[config.mk]
export PLATFORM = sky130hd
export DESIGN_NAME = packet_sequence_gap_filler_flat
export DESIGN_NICKNAME = d
export VERILOG_FILES = /design/src/hdl/psgf_pkg.sv /design/src/hdl/psgf_if.sv /design/src/hdl/psgf_div.sv /design/src/hdl/psgf_ctrl.sv /design/src/hdl/psgf_dp.sv /design/src/hdl/packet_sequence_gap_filler.sv /design/src/flat_wrapper.sv
export SDC_FILE = /design/constraint.sdc
export NUM_CORES = 1
export LEC_CHECK = 0
export BUFFER_PORTS_ARGS = -buffer_cell sky130_fd_sc_hd__buf_2
export CORE_MARGIN = 3
export CORE_UTILIZATION = 56
export CTS_CLUSTER_SIZE = 28
export DETAILED_ROUTE_END_ITERATION = 6
export PLACE_DENSITY = 0.78
export SYNTH_ARGS = -nofsm -noshare
export SYNTH_HDL_FRONTEND = slang
export SYNTH_SLANG_ARGS = --single-unit
[constraint.sdc]
create_clock -name i_clk -period 8.5 [get_ports i_clk]
set_input_delay 0.85 -clock i_clk [delete_from_list [all_inputs] [get_ports i_clk]]
set_output_delay 0.85 -clock i_clk [all_outputs]
set_load 0.1 [all_outputs]
[src/hdl/psgf_pkg.sv]
`default_nettype none

package psgf_pkg;

    // Field widths
    localparam int unsigned SEC_W    = 32;
    localparam int unsigned BLK_W    = 32;
    localparam int unsigned KIND_W   = 2;
    localparam int unsigned CNT_W    = 32;
    localparam int unsigned STEP_W   = 16;
    localparam int unsigned WRAP_W   = 24;
    localparam int unsigned CFG_IDX_W  = 1;
    localparam int unsigned CFG_DATA_W = 24;
    localparam int unsigned DIV_W    = 32;

    // Default cap on fill results per item
    localparam int unsigned PSGF_MAX_FILLS = 63;

    // A stamp more than this far past the last one is bad time
    localparam logic [SEC_W-1:0] TIME_SLACK = SEC_W'(10);

    // Configuration register indexes
    localparam logic [CFG_IDX_W-1:0] REG_BLOCK_STEP = CFG_IDX_W'(0);
    localparam logic [CFG_IDX_W-1:0] REG_BLOCK_WRAP = CFG_IDX_W'(1);

    // Register reset values
    localparam logic [STEP_W-1:0] STEP_RESET = STEP_W'(16);
    localparam logic [WRAP_W-1:0] WRAP_RESET = WRAP_W'(12207);

    // Result kinds
    typedef enum logic [KIND_W-1:0] {
        KIND_REAL     = 2'd0,
        KIND_FILL     = 2'd1,
        KIND_BAD_TIME = 2'd2,
        KIND_DUP      = 2'd3
    } t_kind;

    // Controller states
    typedef enum logic [2:0] {
        S_IDLE,
        S_CHECK,
        S_QDIV,
        S_FILL,
        S_FDIV,
        S_REAL
    } t_state;

    // Controller to datapath
    typedef struct packed {
        logic load_in;
        logic div_start;
        logic div_fill;
        logic set_lost;
        logic emit_reject;
        logic emit_fill_fast;
        logic emit_fill_slow;
        logic emit_real;
    } t_cmd;

    // Datapath to controller
    typedef struct packed {
        logic out_free;
        logic bad_time;
        logic dup;
        logic no_fills;
        logic div_done;
        logic q_single;
        logic fill_fast;
        logic lost_last;
    } t_sts;

endpackage

`default_nettype wire

[src/hdl/psgf_if.sv]
`default_nettype none

// Header channel
interface psgf_in_if;
    logic        valid;
    logic        ready;
    logic [31:0] seconds_stamp;
    logic [31:0] block_id;

    modport source (output valid, output seconds_stamp, output block_id, input ready);
    modport sink   (input valid, input seconds_stamp, input block_id, output ready);
endinterface

// Result channel
interface psgf_out_if;
    logic        valid;
    logic        ready;
    logic [1:0]  kind;
    logic [31:0] out_seconds;
    logic [31:0] out_block;
    logic        last;
    logic        fills_truncated;
    logic [31:0] accepted_total;
    logic [31:0] rejected_total;

    modport source (output valid, output kind, output out_seconds, output out_block,
                    output last, output fills_truncated, output accepted_total,
                    output rejected_total, input ready);
    modport sink   (input valid, input kind, input out_seconds, input out_block,
                    input last, input fills_truncated, input accepted_total,
                    input rejected_total, output ready);
endinterface

`default_nettype wire

[src/hdl/psgf_div.sv]
`default_nettype none

// Restoring divider, one quotient bit per cycle
module psgf_div
    import psgf_pkg::*;
(
    input  wire logic             i_clk,
    input  wire logic             i_rst_n,
    input  wire logic             i_start,
    input  wire logic [DIV_W-1:0] i_dividend,
    input  wire logic [DIV_W-1:0] i_divisor,
    output logic                  o_done,
    output logic [DIV_W-1:0]      o_quotient,
    output logic [DIV_W-1:0]      o_remainder
);

    localparam int unsigned STEP_CNT_W = $clog2(DIV_W);

    logic [DIV_W-1:0]      r_rem;
    logic [DIV_W-1:0]      r_quo;
    logic [DIV_W-1:0]      r_dvs;
    logic [STEP_CNT_W-1:0] r_cnt;
    logic                  r_busy;
    logic                  r_done;

    logic [DIV_W:0]        w_shift;
    logic [DIV_W:0]        w_diff;
    logic                  w_ge;

    // One trial subtraction
    assign w_shift = {r_rem, r_quo[DIV_W-1]};
    assign w_diff  = w_shift - {1'b0, r_dvs};
    assign w_ge    = (w_shift >= {1'b0, r_dvs});

    // Control
    always_ff @(posedge i_clk) begin
        if (!i_rst_n) begin
            r_busy <= 1'b0;
            r_done <= 1'b0;
            r_cnt  <= '0;
        end else if (i_start) begin
            r_busy <= 1'b1;
            r_done <= 1'b0;
            r_cnt  <= '0;
        end else if (r_busy) begin
            r_cnt <= r_cnt + 1'b1;
            if (r_cnt == STEP_CNT_W'(DIV_W - 1)) begin
                r_busy <= 1'b0;
                r_done <= 1'b1;
            end
        end
    end

    // Operands
    always_ff @(posedge i_clk) begin
        if (i_start) begin
            r_rem <= '0;
            r_quo <= i_dividend;
            r_dvs <= i_divisor;
        end else if (r_busy) begin
            r_rem <= w_ge ? w_diff[DIV_W-1:0] : w_shift[DIV_W-1:0];
            r_quo <= {r_quo[DIV_W-2:0], w_ge};
        end
    end

    assign o_done      = r_done;
    assign o_quotient  = r_quo;
    assign o_remainder = r_rem;

endmodule

`default_nettype wire

[src/hdl/psgf_ctrl.sv]
`default_nettype none

// Sequencer: check, reject or divide, fills, real result
module psgf_ctrl
    import psgf_pkg::*;
(
    input  wire logic i_clk,
    input  wire logic i_rst_n,
    input  wire logic i_in_valid,
    input  wire t_sts i_sts,
    output logic      o_in_ready,
    output t_cmd      o_cmd
);

    t_state r_state;
    t_state n_state;

    // State register
    always_ff @(posedge i_clk) begin
        if (!i_rst_n) begin
            r_state <= S_IDLE;
        end else begin
            r_state <= n_state;
        end
    end

    // Next state
    always_comb begin
        n_state = r_state;
        unique case (r_state)
            S_IDLE: begin
                if (i_in_valid) n_state = S_CHECK;
            end
            S_CHECK: begin
                if (i_sts.bad_time || i_sts.dup) begin
                    if (i_sts.out_free) n_state = S_IDLE;
                end else if (i_sts.no_fills) begin
                    n_state = S_REAL;
                end else begin
                    n_state = S_QDIV;
                end
            end
            S_QDIV: begin
                if (i_sts.div_done) n_state = i_sts.q_single ? S_REAL : S_FILL;
            end
            S_FILL: begin
                if (!i_sts.fill_fast) begin
                    n_state = S_FDIV;
                end else if (i_sts.out_free && i_sts.lost_last) begin
                    n_state = S_REAL;
                end
            end
            S_FDIV: begin
                if (i_sts.div_done && i_sts.out_free) begin
                    n_state = i_sts.lost_last ? S_REAL : S_FILL;
                end
            end
            S_REAL: begin
                if (i_sts.out_free) n_state = S_IDLE;
            end
            default: n_state = S_IDLE;
        endcase
    end

    // Outputs
    always_comb begin
        o_cmd      = '0;
        o_in_ready = 1'b0;
        unique case (r_state)
            S_IDLE: begin
                o_in_ready    = 1'b1;
                o_cmd.load_in = i_in_valid;
            end
            S_CHECK: begin
                if (i_sts.bad_time || i_sts.dup) begin
                    o_cmd.emit_reject = i_sts.out_free;
                end else if (!i_sts.no_fills) begin
                    o_cmd.div_start = 1'b1;
                end
            end
            S_QDIV: begin
                o_cmd.set_lost = i_sts.div_done;
            end
            S_FILL: begin
                if (i_sts.fill_fast) begin
                    o_cmd.emit_fill_fast = i_sts.out_free;
                end else begin
                    o_cmd.div_start = 1'b1;
                    o_cmd.div_fill  = 1'b1;
                end
            end
            S_FDIV: begin
                o_cmd.div_fill       = 1'b1;
                o_cmd.emit_fill_slow = i_sts.div_done && i_sts.out_free;
            end
            S_REAL: begin
                o_cmd.emit_real = i_sts.out_free;
            end
            default: ;
        endcase
    end

endmodule

`default_nettype wire

[src/hdl/psgf_dp.sv]
`default_nettype none

// Position state, counters, config registers, divider and result register
module psgf_dp
    import psgf_pkg::*;
#(
    parameter int unsigned MAX_FILLS = PSGF_MAX_FILLS
) (
    input  wire logic                  i_clk,
    input  wire logic                  i_rst_n,
    input  wire logic                  i_cfg_wr_en,
    input  wire logic [CFG_IDX_W-1:0]  i_cfg_index,
    input  wire logic [CFG_DATA_W-1:0] i_cfg_data,
    psgf_in_if.sink                    i_in,
    psgf_out_if.source                 o_out,
    input  wire t_cmd                  i_cmd,
    output t_sts                       o_sts
);

    localparam int unsigned LOST_W = $clog2(MAX_FILLS + 1);

    // Config
    logic [STEP_W-1:0] r_step;
    logic [WRAP_W-1:0] r_wrap;

    // Item and position state
    logic [SEC_W-1:0]  r_sec;
    logic [BLK_W-1:0]  r_blk;
    logic [SEC_W-1:0]  r_last_sec;
    logic [BLK_W-1:0]  r_last_blk;
    logic [SEC_W-1:0]  r_start_sec;
    logic              r_any;
    logic [CNT_W-1:0]  r_acc;
    logic [CNT_W-1:0]  r_rej;
    logic [LOST_W-1:0] r_lost;
    logic              r_trunc;

    // Result register
    logic              r_out_valid;
    t_kind             r_out_kind;
    logic [SEC_W-1:0]  r_out_sec;
    logic [BLK_W-1:0]  r_out_blk;
    logic              r_out_last;
    logic              r_out_trunc;
    logic [CNT_W-1:0]  r_out_acc;
    logic [CNT_W-1:0]  r_out_rej;

    logic [BLK_W-1:0]  w_step_x;
    logic [BLK_W-1:0]  w_wrap_x;
    logic [BLK_W-1:0]  w_diff;
    logic [BLK_W-1:0]  w_nb;
    logic [BLK_W-1:0]  w_nb_sub;
    logic              w_carry;
    logic              w_wrap_zero;
    logic [BLK_W-1:0]  w_fast_blk;
    logic [SEC_W-1:0]  w_fill_sec;
    logic              w_out_free;
    logic              w_div_done;
    logic [DIV_W-1:0]  w_quo;
    logic [DIV_W-1:0]  w_rem;
    logic [DIV_W-1:0]  w_dividend;
    logic [DIV_W-1:0]  w_divisor;
    logic              w_q_over;

    assign w_step_x    = BLK_W'(r_step);
    assign w_wrap_x    = BLK_W'(r_wrap);
    assign w_wrap_zero = (r_wrap == '0);
    assign w_out_free  = !r_out_valid || o_out.ready;

    // Wrapped block distance
    assign w_diff = (r_blk >= r_last_blk) ? (r_blk - r_last_blk)
                                          : (r_blk + w_wrap_x - r_last_blk);

    // Next fill position; a full modulo only when the sum is at least twice the wrap
    assign w_nb       = r_last_blk + w_step_x;
    assign w_carry    = (w_nb >= w_wrap_x);
    assign w_nb_sub   = w_nb - w_wrap_x;
    assign w_fast_blk = (w_wrap_zero || !w_carry) ? w_nb : w_nb_sub;
    assign w_fill_sec = r_last_sec + SEC_W'(w_carry);

    // Divider shared by quotient and fill modulo
    assign w_dividend = i_cmd.div_fill ? w_nb : w_diff;
    assign w_divisor  = i_cmd.div_fill ? w_wrap_x : w_step_x;
    assign w_q_over   = (w_quo > DIV_W'(MAX_FILLS + 1));

    psgf_div u_div (
        .i_clk       (i_clk),
        .i_rst_n     (i_rst_n),
        .i_start     (i_cmd.div_start),
        .i_dividend  (w_dividend),
        .i_divisor   (w_divisor),
        .o_done      (w_div_done),
        .o_quotient  (w_quo),
        .o_remainder (w_rem)
    );

    // Status
    always_comb begin
        o_sts.out_free  = w_out_free;
        o_sts.bad_time  = (r_sec == '1) || ((r_last_sec + TIME_SLACK) < r_sec);
        o_sts.dup       = (w_diff < w_step_x);
        o_sts.no_fills  = (r_step == '0) || (w_diff <= w_step_x);
        o_sts.div_done  = w_div_done;
        o_sts.q_single  = (w_quo == DIV_W'(1));
        o_sts.fill_fast = w_wrap_zero || !w_carry || (w_nb_sub < w_wrap_x);
        o_sts.lost_last = (r_lost == LOST_W'(1));
    end

    // Config registers
    always_ff @(posedge i_clk) begin
        if (!i_rst_n) begin
            r_step <= STEP_RESET;
            r_wrap <= WRAP_RESET;
        end else if (i_cfg_wr_en) begin
            unique case (i_cfg_index)
                REG_BLOCK_STEP: r_step <= i_cfg_data[STEP_W-1:0];
                REG_BLOCK_WRAP: r_wrap <= i_cfg_data[WRAP_W-1:0];
                default: ;
            endcase
        end
    end

    // Latched header
    always_ff @(posedge i_clk) begin
        if (i_cmd.load_in) begin
            r_sec <= i_in.seconds_stamp;
            r_blk <= i_in.block_id;
        end
    end

    // Position state and counters
    always_ff @(posedge i_clk) begin
        if (!i_rst_n) begin
            r_last_sec  <= '0;
            r_last_blk  <= '0;
            r_start_sec <= '0;
            r_any       <= 1'b0;
            r_acc       <= '0;
            r_rej       <= '0;
            r_lost      <= '0;
            r_trunc     <= 1'b0;
        end else begin
            if (i_cmd.load_in) begin
                r_trunc <= 1'b0;
                // reference taken from the header while nothing is accepted and the start stamp is zero
                if (!r_any && (r_start_sec == '0)) begin
                    r_start_sec <= i_in.seconds_stamp;
                    r_last_sec  <= i_in.seconds_stamp;
                    r_last_blk  <= i_in.block_id;
                end
            end
            if (i_cmd.set_lost) begin
                r_trunc <= w_q_over;
                r_lost  <= w_q_over ? LOST_W'(MAX_FILLS) : LOST_W'(w_quo - DIV_W'(1));
            end
            if (i_cmd.emit_fill_fast) begin
                r_last_sec <= w_fill_sec;
                r_last_blk <= w_fast_blk;
                r_lost     <= r_lost - 1'b1;
            end
            if (i_cmd.emit_fill_slow) begin
                r_last_sec <= w_fill_sec;
                r_last_blk <= w_rem;
                r_lost     <= r_lost - 1'b1;
            end
            if (i_cmd.emit_reject) r_rej <= r_rej + 1'b1;
            if (i_cmd.emit_real) begin
                r_acc      <= r_acc + 1'b1;
                r_any      <= 1'b1;
                r_last_sec <= r_sec;
                r_last_blk <= r_blk;
            end
        end
    end

    // Result valid
    always_ff @(posedge i_clk) begin
        if (!i_rst_n) begin
            r_out_valid <= 1'b0;
        end else if (i_cmd.emit_reject || i_cmd.emit_fill_fast ||
                     i_cmd.emit_fill_slow || i_cmd.emit_real) begin
            r_out_valid <= 1'b1;
        end else if (o_out.ready) begin
            r_out_valid <= 1'b0;
        end
    end

    // Result payload
    always_ff @(posedge i_clk) begin
        priority if (i_cmd.emit_reject) begin
            r_out_kind  <= o_sts.bad_time ? KIND_BAD_TIME : KIND_DUP;
            r_out_sec   <= r_sec;
            r_out_blk   <= r_blk;
            r_out_last  <= 1'b1;
            r_out_trunc <= 1'b0;
            r_out_acc   <= r_acc;
            r_out_rej   <= r_rej + 1'b1;
        end else if (i_cmd.emit_fill_fast || i_cmd.emit_fill_slow) begin
            r_out_kind  <= KIND_FILL;
            r_out_sec   <= w_fill_sec;
            r_out_blk   <= i_cmd.emit_fill_slow ? w_rem : w_fast_blk;
            r_out_last  <= 1'b0;
            r_out_trunc <= r_trunc;
            r_out_acc   <= r_acc;
            r_out_rej   <= r_rej;
        end else if (i_cmd.emit_real) begin
            r_out_kind  <= KIND_REAL;
            r_out_sec   <= r_sec;
            r_out_blk   <= r_blk;
            r_out_last  <= 1'b1;
            r_out_trunc <= r_trunc;
            r_out_acc   <= r_acc + 1'b1;
            r_out_rej   <= r_rej;
        end else begin
            r_out_kind  <= r_out_kind;
        end
    end

    assign o_out.valid           = r_out_valid;
    assign o_out.kind            = r_out_kind;
    assign o_out.out_seconds     = r_out_sec;
    assign o_out.out_block       = r_out_blk;
    assign o_out.last            = r_out_last;
    assign o_out.fills_truncated = r_out_trunc;
    assign o_out.accepted_total  = r_out_acc;
    assign o_out.rejected_total  = r_out_rej;

    // Fill results never close an item
    a_fill_not_last: assert property (@(posedge i_clk) disable iff (!i_rst_n)
        (r_out_valid && (r_out_kind == KIND_FILL)) |-> !r_out_last)
        else $error("fill result marked last");

    // Rejections carry no truncation flag and close the item
    a_reject_clean: assert property (@(posedge i_clk) disable iff (!i_rst_n)
        (r_out_valid && ((r_out_kind == KIND_BAD_TIME) || (r_out_kind == KIND_DUP)))
        |-> (!r_out_trunc && r_out_last))
        else $error("rejection with truncation or not last");

    // A fill is only emitted while fills remain
    a_fill_budget: assert property (@(posedge i_clk) disable iff (!i_rst_n)
        (i_cmd.emit_fill_fast || i_cmd.emit_fill_slow) |-> (r_lost != '0))
        else $error("fill emitted with no lost packets left");

    // A new item starts with the truncation flag clear
    a_load_clear: assert property (@(posedge i_clk) disable iff (!i_rst_n)
        i_cmd.load_in |=> (r_trunc == 1'b0))
        else $error("truncation flag survived a new item");

endmodule

`default_nettype wire

[src/hdl/packet_sequence_gap_filler.sv]
`default_nettype none

// Packet sequence gap filler. Each input item is a packet header (seconds stamp,
// block id); each result is one of: a fill for a lost packet, the real packet, or a
// rejection (bad time or duplicate), with running accepted/rejected counts. The first
// header taken while nothing has been accepted and the start stamp is zero sets the
// reference; it is reported as a duplicate, as bad time if its stamp is all ones, or
// as real if block_step is zero. Timing: a header is taken, then checked in the next
// cycle; a rejection is registered once the output register is free. An accepted
// header runs the wrapped block distance through a shared 32-step restoring divider
// unless the distance is at most one step or block_step is zero; each fill is then
// formed directly, or by the same divider as a modulo when the advanced block is at
// least twice block_wrap; the real packet follows. One header is in work at a time;
// the next may be taken while the last result still waits in the output register.
// Configuration writes take effect at once and belong only to idle periods.
module packet_sequence_gap_filler
    import psgf_pkg::*;
#(
    parameter int unsigned MAX_FILLS = PSGF_MAX_FILLS
) (
    input  wire logic                  i_clk,
    input  wire logic                  i_rst_n,
    input  wire logic                  i_cfg_wr_en,
    input  wire logic [CFG_IDX_W-1:0]  i_cfg_index,
    input  wire logic [CFG_DATA_W-1:0] i_cfg_data,
    psgf_in_if.sink                    i_in,
    psgf_out_if.source                 o_out
);

    t_cmd w_cmd;
    t_sts w_sts;
    logic w_in_ready;

    assign i_in.ready = w_in_ready;

    // Sequencer
    psgf_ctrl u_ctrl (
        .i_clk      (i_clk),
        .i_rst_n    (i_rst_n),
        .i_in_valid (i_in.valid),
        .i_sts      (w_sts),
        .o_in_ready (w_in_ready),
        .o_cmd      (w_cmd)
    );

    // Datapath
    psgf_dp #(
        .MAX_FILLS (MAX_FILLS)
    ) u_dp (
        .i_clk       (i_clk),
        .i_rst_n     (i_rst_n),
        .i_cfg_wr_en (i_cfg_wr_en),
        .i_cfg_index (i_cfg_index),
        .i_cfg_data  (i_cfg_data),
        .i_in        (i_in),
        .o_out       (o_out),
        .i_cmd       (w_cmd),
        .o_sts       (w_sts)
    );

endmodule

`default_nettype wire

[src/flat_wrapper.sv]
// flat-port wrapper written by rule: the top's interface ports become plain ports
module packet_sequence_gap_filler_flat import psgf_pkg::*;
#(
    parameter int unsigned MAX_FILLS = PSGF_MAX_FILLS
)
  (i_clk, i_rst_n, i_cfg_wr_en, i_cfg_index, i_cfg_data, i_in_valid, i_in_seconds_stamp, i_in_block_id, i_in_ready, o_out_valid, o_out_kind, o_out_out_seconds, o_out_out_block, o_out_last, o_out_fills_truncated, o_out_accepted_total, o_out_rejected_total, o_out_ready);
  psgf_in_if i_in_i ();
  psgf_out_if o_out_i ();
  input  wire logic i_clk;
  input  wire logic i_rst_n;
  input  wire logic i_cfg_wr_en;
  input  wire logic [CFG_IDX_W-1:0] i_cfg_index;
  input  wire logic [CFG_DATA_W-1:0] i_cfg_data;
  input wire logic [$bits(i_in_i.valid)-1:0] i_in_valid;
  input wire logic [$bits(i_in_i.seconds_stamp)-1:0] i_in_seconds_stamp;
  input wire logic [$bits(i_in_i.block_id)-1:0] i_in_block_id;
  output wire logic [$bits(i_in_i.ready)-1:0] i_in_ready;
  output wire logic [$bits(o_out_i.valid)-1:0] o_out_valid;
  output wire logic [$bits(o_out_i.kind)-1:0] o_out_kind;
  output wire logic [$bits(o_out_i.out_seconds)-1:0] o_out_out_seconds;
  output wire logic [$bits(o_out_i.out_block)-1:0] o_out_out_block;
  output wire logic [$bits(o_out_i.last)-1:0] o_out_last;
  output wire logic [$bits(o_out_i.fills_truncated)-1:0] o_out_fills_truncated;
  output wire logic [$bits(o_out_i.accepted_total)-1:0] o_out_accepted_total;
  output wire logic [$bits(o_out_i.rejected_total)-1:0] o_out_rejected_total;
  input wire logic [$bits(o_out_i.ready)-1:0] o_out_ready;
  assign i_in_i.valid = i_in_valid;
  assign i_in_i.seconds_stamp = i_in_seconds_stamp;
  assign i_in_i.block_id = i_in_block_id;
  assign i_in_ready = i_in_i.ready;
  assign o_out_valid = o_out_i.valid;
  assign o_out_kind = o_out_i.kind;
  assign o_out_out_seconds = o_out_i.out_seconds;
  assign o_out_out_block = o_out_i.out_block;
  assign o_out_last = o_out_i.last;
  assign o_out_fills_truncated = o_out_i.fills_truncated;
  assign o_out_accepted_total = o_out_i.accepted_total;
  assign o_out_rejected_total = o_out_i.rejected_total;
  assign o_out_i.ready = o_out_ready;
  packet_sequence_gap_filler #(.MAX_FILLS(MAX_FILLS)) u_core (.i_clk(i_clk), .i_rst_n(i_rst_n), .i_cfg_wr_en(i_cfg_wr_en), .i_cfg_index(i_cfg_index), .i_cfg_data(i_cfg_data), .i_in(i_in_i), .o_out(o_out_i));
endmodule
# --- Word level (Yosys, flattened, before mapping) ---
# Cells that the tools add are included.
op_classes:
  n_addsub: 13
  multipliers: 0
  n_div: 0
  magnitude_cmp: 8
  n_eq_ne: 13
  n_shift: 0
  muxes: 74
  bitwise: 2
  n_reduce_logical: 35
op_table:
  columns: ["op", "count"]
  rows:
  - ["two-way mux 32 bit", 29]
  - ["subtractor 32 bit", 3]
  - ["adder 32 x 1 -> 32 bit (second input constant)", 2]
  - ["greater-or-equal comparator 33 x 32 -> 1 bit", 1]
  - ["adder 32 x 1 -> 32 bit", 1]
  - ["adder 32 x 16 -> 32 bit", 1]
  - ["adder 32 x 24 -> 32 bit", 1]
  - ["adder 32 x 4 -> 32 bit (second input constant)", 1]
  - ["equality test 32 x 1 -> 1 bit (second input constant)", 1]
  - ["equality test 32 bit (second input constant)", 1]
  - ["greater-or-equal comparator 32 x 24 -> 1 bit", 1]
  - ["greater-or-equal comparator 32 bit", 1]
  - ["> comparator 32 x 7 -> 1 bit (second input constant)", 1]
  - ["less-or-equal comparator 32 x 16 -> 1 bit", 1]
  - ["logical NOT 32 bit", 1]
  - ["less-than comparator 32 x 16 -> 1 bit", 1]
  - ["less-than comparator 32 x 24 -> 1 bit", 1]
  - ["less-than comparator 32 bit", 1]
  - ["subtractor 32 x 24 -> 32 bit", 1]
  - ["two-way mux 3 bit", 10]
  - ["logical NOT 24 bit", 1]
  - ["two-way mux 6 bit", 4]
  - ["two-way mux 1 bit", 23]
  - ["case mux 3 bit (6 select lines)", 1]
  - ["24 further kinds", 56]
totals:
  regBits: 511
  latchBits: 0
  ramBits: 0
  rom_bits: 0
  in_bits: 94
  out_inout_bits: 134
  mem_count: 0

# --- Depth between registers and ports, before layout ---
# Gate-level depths: netlist (run 1).
logic_depth:
  depth_word: 11
  ltp_mapped: 31

# --- Worst setup path before layout (run 1) ---
# Ideal clock, no wire load.
synth_path:
  path_type: "reg-to-reg"
  from: "register u_core.u_dp.r_step[0]"
  to: "register u_core.u_dp.r_out_acc[0], in the netlist u_core.u_dp.o_out.accepted_total[0], enable pin"
  setup_ns: 0.494
  arrival_time_ns: 8.724
  required_time_ns: 8.006
  path_slack_ns: -0.717
  stages_incl_launch_ff: 27
  path_buffers: 0
  cell_sequence: "dfxtp_1 -> ha_1 -> fa_1 -> a211oi_1 -> o21ai_0 -> o221ai_1 -> nor2b_1 -> xnor2_1 -> ha_1 -> a211oi_1 -> nor2_1 -> nor4_1 -> o31ai_1 -> o21a_1 -> o21a_1 -> nor2_1 -> xnor2_1 -> ha_1 -> a21oi_1 -> nor2b_1 -> o21ai_0 -> or4b_2 -> or4_1 -> o32a_1 -> nand2_2 -> nor2_1 -> nand2_1"
synth_via:
  elab_chain_len: 9
synth_rtl:
  columns: ["element", "line_no", "rtl"]
  rows:
  - ["start: declaration", "psgf_dp.sv:23", "logic [STEP_W-1:0] r_step;"]
  - ["start signal: assignment", "psgf_dp.sv:116", "REG_BLOCK_STEP: r_step <= i_cfg_data[STEP_W-1:0];"]
  - ["parallel branches: the longest is 8 deep, another holds adder 32 x 16 -> 32 bit", null, null]
  - ["nonzero test 3 bit (no line) *", null, null]
  - ["end signal: assignment", "psgf_dp.sv:196", "r_out_acc <= r_acc;"]
  - ["end signal: assignment", "psgf_dp.sv:204", "r_out_acc <= r_acc;"]
  - ["end signal: assignment", "psgf_dp.sv:212", "r_out_acc <= r_acc + 1'b1;"]
  - ["end: declaration", "psgf_dp.sv:45", "logic [CNT_W-1:0] r_out_acc;"]
# Every way passes the cells marked *.
# A chain may end at the register's enable or synchronous reset.

# --- Worst setup path after layout (run 1) ---
layout_path:
  from: "register u_core.u_dp.r_step[0]"
  to: "register u_core.u_dp.r_last_blk[12]"
layout_via:
  elab_chain_len: 10
layout_rtl:
  columns: ["element", "line_no", "rtl"]
  rows:
  - ["adder 32 x 16 -> 32 bit *", "psgf_dp.sv:75", "assign w_nb = r_last_blk + w_step_x;"]
  - ["parallel branches: the longest is 9 deep, another holds subtractor 32 x 24 -> 32 bit", null, null]
  - ["end signal: assignment", "psgf_dp.sv:158", "r_last_blk <= w_fast_blk;"]
  - ["end signal: assignment", "psgf_dp.sv:163", "r_last_blk <= w_rem;"]
  - ["end signal: assignment", "psgf_dp.sv:171", "r_last_blk <= r_blk;"]
  - ["end: declaration", "psgf_dp.sv:30", "logic [BLK_W-1:0] r_last_blk;"]
# Marks and branches as above.

==> run summary, run 1 <==
Status: finished, final reports clean
Total track usage: 33.0%
Nets: 4326
Total gr overflow: 0
Starting Density: 56.9%
Final Cell Area: 37300 µm²
WP data required: 8.98 ns
Share of cells above drive strength 1: 10.8%
DRT iter0 DRCs: 3252
DRC Markers: 0
Worst-margin pin slew: 1.29 ns
Vias: 30.3k
Max_slew headroom: 13.2%
Ys flop type: dfxtp_1
Synth top area share: 22.3%
Inserted Clock Buffers: 54
Placed inst area: 35500 µm²
Post-Syn Instances: 3848
Post-Route Utilization: 63.0%
RSZ-0062 raised after global routing: no
First drt pass iteration count: 6
Asr flop ratio synth: 0%
Synth warnings: 0
Sequential share of the synthesized area: 37.3%
Synthesized flop and latch total: 503
Final Routed Wirelength: 108000 µm
Synth area leaders: edfxtp_1 (22%), dfxtp_1 (15%), ha_1 (7.8%)
Drt wl/cell: 22.4 µm
Commonest non-fill, non-tap cell in the layout: nand2_1
Number of global-route vias before repair: 27.9k
Shortest period the worst path allows: 7.97 ns
Worst-skew pair later-pin latency: 0.65 ns
Final ANT Viol Nets: 0
Clock sinks: 503
WS Path Type: flop to flop
Die height: 251 µm
Setup TNS Final: 0 ns
Post-Syn Area: 33700 µm²
Critical path arrival: 8.45 ns
Placed Cells incl. Taps: 4705
DIE AREA: 63100 µm²
Hold WC Path Type: input port to flop
Synth unique cells: 93
Most frequent cells in the layout: nand2_1 (431), nor2_1 (288), a21oi_1 (278)
Power per cell area: 442 nW/µm²
Layout Cells excl Fill: 4809
Pin count of the biggest net entering global routing: 105
Mean area per synthesized cell: 8.75 µm²
Max Cap Viol: 0
Largest area contributor in the netlist: edfxtp_1
Hpwl dp: 80700 µm
Initial antenna violation count: 3
Leak Pwr: 15.6 nW
Final Hold Viols: 0
CTS Hold Buffers Added: 0
Die width: 251 µm
Filler instances: 5039
EDFF count, synth: 250
H-tree levels: 2
Worst Skew: 0.0383 ns
Root cell of the clock tree: clkbuf_16
FP Rows: 89
Final setup vio count: 0
Io pins: 228
Synth Net Count: 4186
CP startpoint kind: flop
CP max FO: 104
Clock buffer depth: 3
Avg Vias per Cell: 6.30
CP Capture Type: flop
Area grow syn2layout: 10.9%
Port bufs: 227
Fmax: 125 MHz
Final Cycle Share: 93.8%
Maximum VDD drop: 0.381 mV
First-pass GRT wire length: 163000 µm
Clk slew on worst S/H paths: 0.06 ns
Gpl congestion: 1.07
CTS tree: done
Pins Over Slew Limit: 0
Total power: 16.5 mW
Core footprint: 59200 µm²
[area by class of cell]
class	count	area, µm²	area share [%]
antenna	2	5.00	0.0134
clock buffer	76	1520	4.06
clock inverter	26	324	0.868
inverter	261	985	2.64
multi-input combinational	2892	19400	52.0
sequential	503	12600	33.7
tap	773	967	2.59
timing repair buffer	276	1570	4.21
[cell families after synthesis]
family                   count (synthesis)  share of synthesized area (%)
AO/OA/AOI/OAI                         1019                           19.4
buffers and inverters                  453                           5.31
multiplexers                           109                           3.55
adder cells (fa/ha/maj)                244                           9.84
flip-flops                             503                           37.3
XOR/XNOR                               279                           7.25
AND/OR/NAND/NOR                       1241                           17.3
[routing by layer]
layer  vias to the layer above  track usage, %  part of all wire, %
met1                     14392            46.7                   42
met3                       228            7.29                   12
li1                      14094               -                    -
met4                         0            13.0                  4.3
met5                         -               0                    0
met2                      1590            49.3                   42
[state kept, by name, indices dropped and copies added, names as in the netlist, 2 cells and up]
name,cells
u_core.u_dp.r_rej,32
u_core.u_dp.r_step,16
u_core.u_dp.u_div.r_dvs,24
u_core.u_dp.u_div.r_cnt,5
u_core.u_dp.o_out.accepted_total,32
u_core.u_dp.r_last_sec,32
u_core.u_dp.o_out.kind,2
u_core.u_dp.o_out.rejected_total,32
u_core.u_dp.r_wrap,24
u_core.u_dp.r_last_blk,32
u_core.u_dp.u_div.o_quotient,32
u_core.u_dp.o_out.out_block,32
u_core.u_ctrl.r_state,3
u_core.u_dp.u_div.o_remainder,32
u_core.u_dp.r_acc,32
u_core.u_dp.r_start_sec,32
u_core.u_dp.r_blk,32
u_core.u_dp.o_out.out_seconds,32
u_core.u_dp.r_sec,32
u_core.u_dp.r_lost,6
[power breakdown]
group          switching (mW)  internal (mW)
registers               0.567           3.32
clock network            1.04           1.41
logic                    6.94           3.21
[worst max-delay path: stages (launching register included)]
cell and delay, ns:
dfxtp_1 0.36, ha_1 0.27, fa_1 0.44, a211oi_1 0.24
o21ai_0 0.24, xor2_1 0.20, buf_4 0.20, ha_1 0.36
a2111oi_0 0.69, a21oi_1 0.24, o21ai_0 0.48, o22ai_1 0.19
xor2_1 0.23, ha_1 0.28, a21o_1 0.19, a21o_1 0.17
a21oi_1 0.16, nor2_1 0.05, or4b_2 0.63, or4_1 0.47
o32a_1 0.42, nand2_4 0.11, buf_12 0.35, nor3_2 0.10
buf_4 0.26, a22oi_1 0.23, o22ai_1 0.11
[cell usage after synthesis (7+ instances only)]
cell type and number:
xnor2_1 164, nor2b_1 28, buf_2 45, clkbuf_1 130, and4_1 15, mux2_2 8, nand3_1 96, buf_1 10
a21oi_2 7, o221ai_1 17, mux2_4 19, o21a_1 34, nand2b_1 53, nand2_1 432, o211ai_1 71, ha_1 209
o22ai_1 25, nor3_1 76, o21bai_1 20, nor4_1 43, o21ai_0 209, or2_2 9, and2_1 22, a22oi_1 16
edfxtp_1 250, a21o_1 93, mux2i_1 82, a211o_1 9, o2111ai_1 8, and3_1 57, dfxtp_1 253, xor2_1 115
a31oi_1 51, fa_1 35, inv_1 259, o31ai_1 8, a21boi_0 42, or3_1 21, a211oi_1 63, a221oi_1 7
nand4_1 71, nor2_1 289, a21oi_1 279
[what timing repair did]
| action | 4_1_cts | 5_1_grt |
|---|---|---|
| endpoints found under the setup margin | 0 | 184 |
| gates resized for setup | 0 | 4 |
| buffers inserted | 0 | 0 |
[metrics by stage]
stage / setup slack, ns / hold WS, ns
after floorplan: 0.557 / 0.437
after global placement: 0.672 / 0.447
after detailed placement: 0.450 / 0.455
after CTS: 0.400 / 0.372
after global routing: 0.0925 / 0.382
final: 0.530 / 0.396
[path summary, 6_finish.rpt]
path	slack, ns	endpoint	startpoint	cells after the start
setup / recovery	0.53	u_core.u_dp.r_last_blk[12]	u_core.u_dp.r_step[0]	26
hold reg to reg	0.47	u_core.u_dp.r_start_sec[12]	u_core.u_dp.r_start_sec[12]	2
setup reg to reg	0.53	u_core.u_dp.r_last_blk[12]	u_core.u_dp.r_step[0]	26
hold / removal	0.40	u_core.u_dp.r_blk[25]	i_in_block_id[25]	1
No activity file was read; power rests on OpenSTA's default activity.
==> inputs of run 2 (changes only) <==
--- a/config.mk
+++ b/config.mk
@@ -6,11 +6,9 @@
 export NUM_CORES = 1
 export LEC_CHECK = 0
 export BUFFER_PORTS_ARGS = -buffer_cell sky130_fd_sc_hd__buf_2
-export CORE_MARGIN = 3
-export CORE_UTILIZATION = 56
 export CTS_CLUSTER_SIZE = 28
 export DETAILED_ROUTE_END_ITERATION = 6
-export PLACE_DENSITY = 0.78
 export SYNTH_ARGS = -nofsm -noshare
 export SYNTH_HDL_FRONTEND = slang
+export SYNTH_HIERARCHICAL = 1
 export SYNTH_SLANG_ARGS = --single-unit
==> run summary, run 2 <==
Synth warnings: 0 (unchanged)
Sequential share of the synthesized area: 37.7% (+0.34 points)
Ys flop type: edfxtp_1
Largest area contributor in the netlist: edfxtp_1
Stop err: ERROR: Found 1 problems in 'check -assert'.
Synth area leaders: edfxtp_1 (23%), dfxtp_1 (15%), ha_1 (8.0%)
Asr flop ratio synth: 0% (unchanged)
Synth top area share: 22.8% (+0.48 points)
Status: aborted with a tool error
Synthesized flop and latch total: 511 (+1.6%)
Yosys stat chip area: 34000 µm²
Synth unique cells: 104 (+12%)
EDFF count, synth: 258 (+3.2%)
# Cells Yosys: 3884
Top-count cell post-synth: nand2_1
Stopped at: synthesis (1_2_yosys)
Post-synth top cells: nand2_1 (393), a21oi_1 (337), nor2_1 (291)
[run 2: changes by cell type after synthesis, moves of 35 or more]
| cell | change |
|---|---|
| mux2i_1 | -48 |
| a21boi_0 | -36 |
| a21oi_1 | +58 |
| o211ai_1 | -42 |
| nand2_1 | -39 |
| o21ai_0 | +39 |
| mux2_2 | +45 |
| and3_1 | -35 |
[run 2: logic make-up after synthesis]
group | count (synthesis) | synth area share, %
buf+inv | 491 | 5.70
other cells | 1 | 0.0110
xor+xnor | 289 | 7.46
mux | 88 | 2.80
compound gates | 1078 | 19.9
fa+ha+maj | 252 | 10.0
simple gates | 1174 | 16.4
flops | 511 | 37.7
